### config.mk
export PLATFORM = sky130hd
export DESIGN_NAME = rctr_div
export DESIGN_NICKNAME = d
export VERILOG_FILES = /design/src/rtl/rctr_div.sv
export SDC_FILE = /design/constraint.sdc
export NUM_CORES = 1
export LEC_CHECK = 0
export BUFFER_PORTS_ARGS = -buffer_cell sky130_fd_sc_hd__buf_2
export CAP_MARGIN = 40
export CORE_ASPECT_RATIO = 0.75
export CORE_MARGIN = 2
export CORE_UTILIZATION = 45
export DETAILED_ROUTE_END_ITERATION = 10
export PLACE_DENSITY = 0.73
export REMOVE_ABC_BUFFERS = 1
export SYNTH_ARGS = -nofsm -noshare
export SYNTH_HDL_FRONTEND = slang
export SYNTH_SLANG_ARGS = --single-unit
### constraint.sdc
create_clock -name clock -period 14.1 [get_ports clock]
set_clock_uncertainty 0.2 [all_clocks]
set_input_delay 1.41 -clock clock [delete_from_list [all_inputs] [get_ports clock]]
set_output_delay 1.41 -clock clock [all_outputs]
set_load 0.01 [all_outputs]
### src/rtl/rctr_div.sv
// Pipelined restoring divider, a fixed number of quotient bits per stage.
// Carries a sideband tag alongside; stage enables come from the caller.
`timescale 1ns / 1ps

module rctr_div #(
   parameter int DVD_W = 30,
   parameter int DVS_W = 14,
   parameter int Q_W   = 16,
   parameter int SPS   = 2,
   parameter int TAG_W = 1
) (
   input  logic                   clock,
   input  logic [Q_W/SPS-1:0]     stage_en,
   input  logic [DVD_W-1:0]       dividend,
   input  logic [DVS_W-1:0]       divisor,
   input  logic [TAG_W-1:0]       tag_i,
   output logic [Q_W-1:0]         quotient,
   output logic [TAG_W-1:0]       tag_o
);

   localparam int NS = Q_W / SPS;
   localparam int RW = DVS_W + Q_W;

   logic [RW-1:0]    rem_ff [NS];
   logic [Q_W-1:0]   quo_ff [NS];
   logic [DVS_W-1:0] dvs_ff [NS];
   logic [TAG_W-1:0] tag_ff [NS];

   for (genvar g = 0; g < NS; g++) begin : g_stage
      logic [RW-1:0]    rem_src;
      logic [RW-1:0]    rem_in;
      logic [Q_W-1:0]   quo_src;
      logic [Q_W-1:0]   quo_in;
      logic [DVS_W-1:0] dvs_src;
      logic [TAG_W-1:0] tag_src;
      logic [RW:0]      trial;

      if (g == 0) begin : g_head
         assign rem_src = RW'(dividend);
         assign quo_src = '0;
         assign dvs_src = divisor;
         assign tag_src = tag_i;
      end else begin : g_body
         assign rem_src = rem_ff[g-1];
         assign quo_src = quo_ff[g-1];
         assign dvs_src = dvs_ff[g-1];
         assign tag_src = tag_ff[g-1];
      end

      always_comb begin
         rem_in = rem_src;
         quo_in = quo_src;
         trial  = '0;
         for (int k = 0; k < SPS; k++) begin
            trial = {1'b0, rem_in} - ({{(Q_W + 1){1'b0}}, dvs_src} << (Q_W - 1 - g * SPS - k));
            if (!trial[RW]) begin
               rem_in = trial[RW-1:0];
               quo_in[Q_W - 1 - g * SPS - k] = 1'b1;
            end
         end
      end

      always_ff @(posedge clock) begin
         if (stage_en[g]) begin
            quo_ff[g] <= quo_in;
            tag_ff[g] <= tag_src;
         end
      end

      if (g < NS - 1) begin : g_carry
         always_ff @(posedge clock) begin
            if (stage_en[g]) begin
               rem_ff[g] <= rem_in;
               dvs_ff[g] <= dvs_src;
            end
         end
      end
   end

   assign quotient = quo_ff[NS-1];
   assign tag_o    = tag_ff[NS-1];

endmodule

==> metrics.yaml <==
drc_errors: 0
post_cts_buffers: 0
synth_top_family_by_area: "compound AO/OA/AOI/OAI gates"
cts_max_path_buffers: 3
synth_area_leaders: "edfxtp_1 (44%), ha_1 (10%), xnor2_1 (4.1%)"
cts_tree: "built"
p_leak_nw: 11.65
synthMuxAreaShare_pct: 3.243
slew_violations: 0
gp_congestion: 0.9086
max-vdd-ir-drop_mv: 0.1273
synthDistinctLibCells: 90
cts_buffers: 42
async_flop_share_pct: 0
rows: 77
dp_hpwl_mm: 45.57
finalSetupViolCount: 0
placed_area_um2: 28060
maxCapViolations: 0
first_global_vias: 20542
stdcell_count: 3566
diodes: 0
boundaryPins: 71
yosys_warnings: 0
clkTransAtPathRegs_ns: 0.07
syn2layout_area_growth_pct: 9.941
placedCellCount: 3492
fmax_mhz: 136.4
overflow: 0
cp_data_required_time_ns: 14.23
cts.sinks: 388
p_total_mw: 7.021
rsz0062_at_grt: "no"
start_kind: "flop"
dr.pass1.iters: 5
fin_crit_ns: 7.333
clkLatencyLatePin_ns: 0.59
finish.instance_area_um2: 29390
cts_root_buf: "clkbuf_16"
pre_cts_ws_ns: 6.339
cts-hold-fix-buffers: 0
start_util_pct: 45.41
drive_above_1_share_pct: 9.330
die_x_um: 285.4
via_count: 20207
synth_most_common_cell: "edfxtp_1"
fin_hold_ws_ns: 0.2117
synth_xor_area_share_pct: 6.716
cp-end-kind: "flop"
core-area_um2: 58870
yosys.area.top_type: "edfxtp_1"
port_buffers: 70
wirelength_mm: 59.17
grt.total_usage_pct: 19.34
grt_pass1_wl_mm: 99.47
finalSetupTns_ns: 0
synthTopCellsByCount: "edfxtp_1 (388), nor2_1 (229), ha_1 (223), inv_1 (216), nand2_1 (206)"
relSlewSlack_pct: 40.96
post-route-util_pct: 49.93
setup_ws_ns: 6.767
min_path_type: "reg -> reg"
grt_antenna_before_repair: 1
nFillCells: 5179
synth_seq_cells: 388
grt_util_met2_pct: 33.71
synth-compound-area-share_pct: 15.60
dieArea_um2: 61390
yosys.area_share.adder_pct: 11.56
synth-simple-area-share_pct: 15.47
drt_first_iter_violations: 1272
grt_use_met3_pct: 2.665
post_drt_wl_per_cell_um: 16.59
synth_edf_count: 388
gr-usage-met1_pct: 24.81
cts_resized: 0
critPathArrivalTime_ns: 7.46
syn_area_um2: 26730
cp_max_fo: 31
die_y_um: 215.1
synth_flop_cell: "edfxtp_1"
fin_nets: 3038
grt_max_degree: 60
status: "finished, final reports clean"
synth_top_cell_area_share_pct: 43.58
cellPowerDensity_nw_per_um2: 238.9
avgSynthCellArea_um2: 10.06
fin_crit_sh_pct: 52.01
critPathKind: "reg -> reg"
syn_inst: 2657
antenna_left: 0
cts_max_level: 2
tightest_slew_ns: 0.8633
routed_via_density: 5.667
seq_area_frac_synth_pct: 43.58
finalHoldViolCount: 0
busiest_layer: "met2"
where the power goes:
part	internal, mW	switching (mW)
clock network	0.624	0.457
registers	1.72	0.197
logic	1.75	2.27
metal layers:
layer	wire (um)	up-vias
li1	-	9951
met3	2216	93
met1	26840	9717
met2	28840	446
met5	0	-
met4	1270	0
worst paths after layout:
path / end / depth (start not counted) / slack (ns) / from
min reg2reg: quo_ff[1][53]$_DFFE_PP_ / 0 / 0.21 / quo_ff[1][37]$_DFFE_PP_
min: quo_ff[1][53]$_DFFE_PP_ / 0 / 0.21 / quo_ff[1][37]$_DFFE_PP_
max: rem_ff[3][29]$_DFFE_PP_ / 24 / 6.77 / dvs_ff[2][1]$_DFFE_PP_
max reg2reg: rem_ff[3][29]$_DFFE_PP_ / 24 / 6.77 / dvs_ff[2][1]$_DFFE_PP_
cells in the final DEF (no fill, tap or decap), types with 21 or more instances in the layout:
cell	count
nand3_1	52
nor3_1	71
edfxtp_1	388
o21ai_0	169
and3_1	23
nor2_1	229
nand2b_1	43
nand2_1	206
or2_2	21
a211oi_1	27
a21oi_1	183
nor2b_1	34
buf_2	70
o21a_1	43
a21o_1	60
clkbuf_16	42
mux2_2	61
inv_1	216
ha_1	223
o31ai_1	23
xnor2_1	126
xor2_1	79
or3_1	33
area by class of cell:
cell class / count / area, um^2 / area share, %
clock inverters: 22 / 241.5 / 0.8216
well taps: 790 / 988.4 / 3.363
multi-input cells: 2004 / 14080 / 47.91
clock buffers: 52 / 1089 / 3.704
repair buffers: 90 / 513.0 / 1.745
flip-flops and latches: 388 / 11650 / 39.64
inverters: 220 / 825.8 / 2.810
flip-flops by register name, indices dropped and copies added, names as in the netlist:
signal	flops
rem_ff	210
quo_ff	72
dvs_ff	98
tag_ff	8
critical path, stage by stage (launching register included):
cell	delay (ns)
edfxtp_1	0.44
inv_1	0.16
ha_1	0.24
nor2b_1	0.15
o31ai_1	0.37
a21oi_1	0.24
o2111ai_1	0.39
a211o_1	0.26
and2_1	0.47
clkinv_1	0.55
nor2_1	0.23
a21oi_1	0.12
fa_1	0.46
a21o_1	0.18
a21oi_1	0.20
nand2b_1	0.18
a2111oi_0	0.18
or3_1	0.43
a31oi_1	0.31
nand3b_1	0.20
nor4b_4	0.24
buf_4	0.32
nor2_1	0.16
and4_1	0.23
xor2_1	0.14
cell families after synthesis:
| logic type | Yosys count |
|---|---|
| simple gates | 826 |
| buf+inv | 265 |
| compound gates | 656 |
| xor+xnor | 205 |
| flops | 388 |
| fa+ha+maj | 238 |
| mux | 79 |
Power figures use the tool's default switching activity.
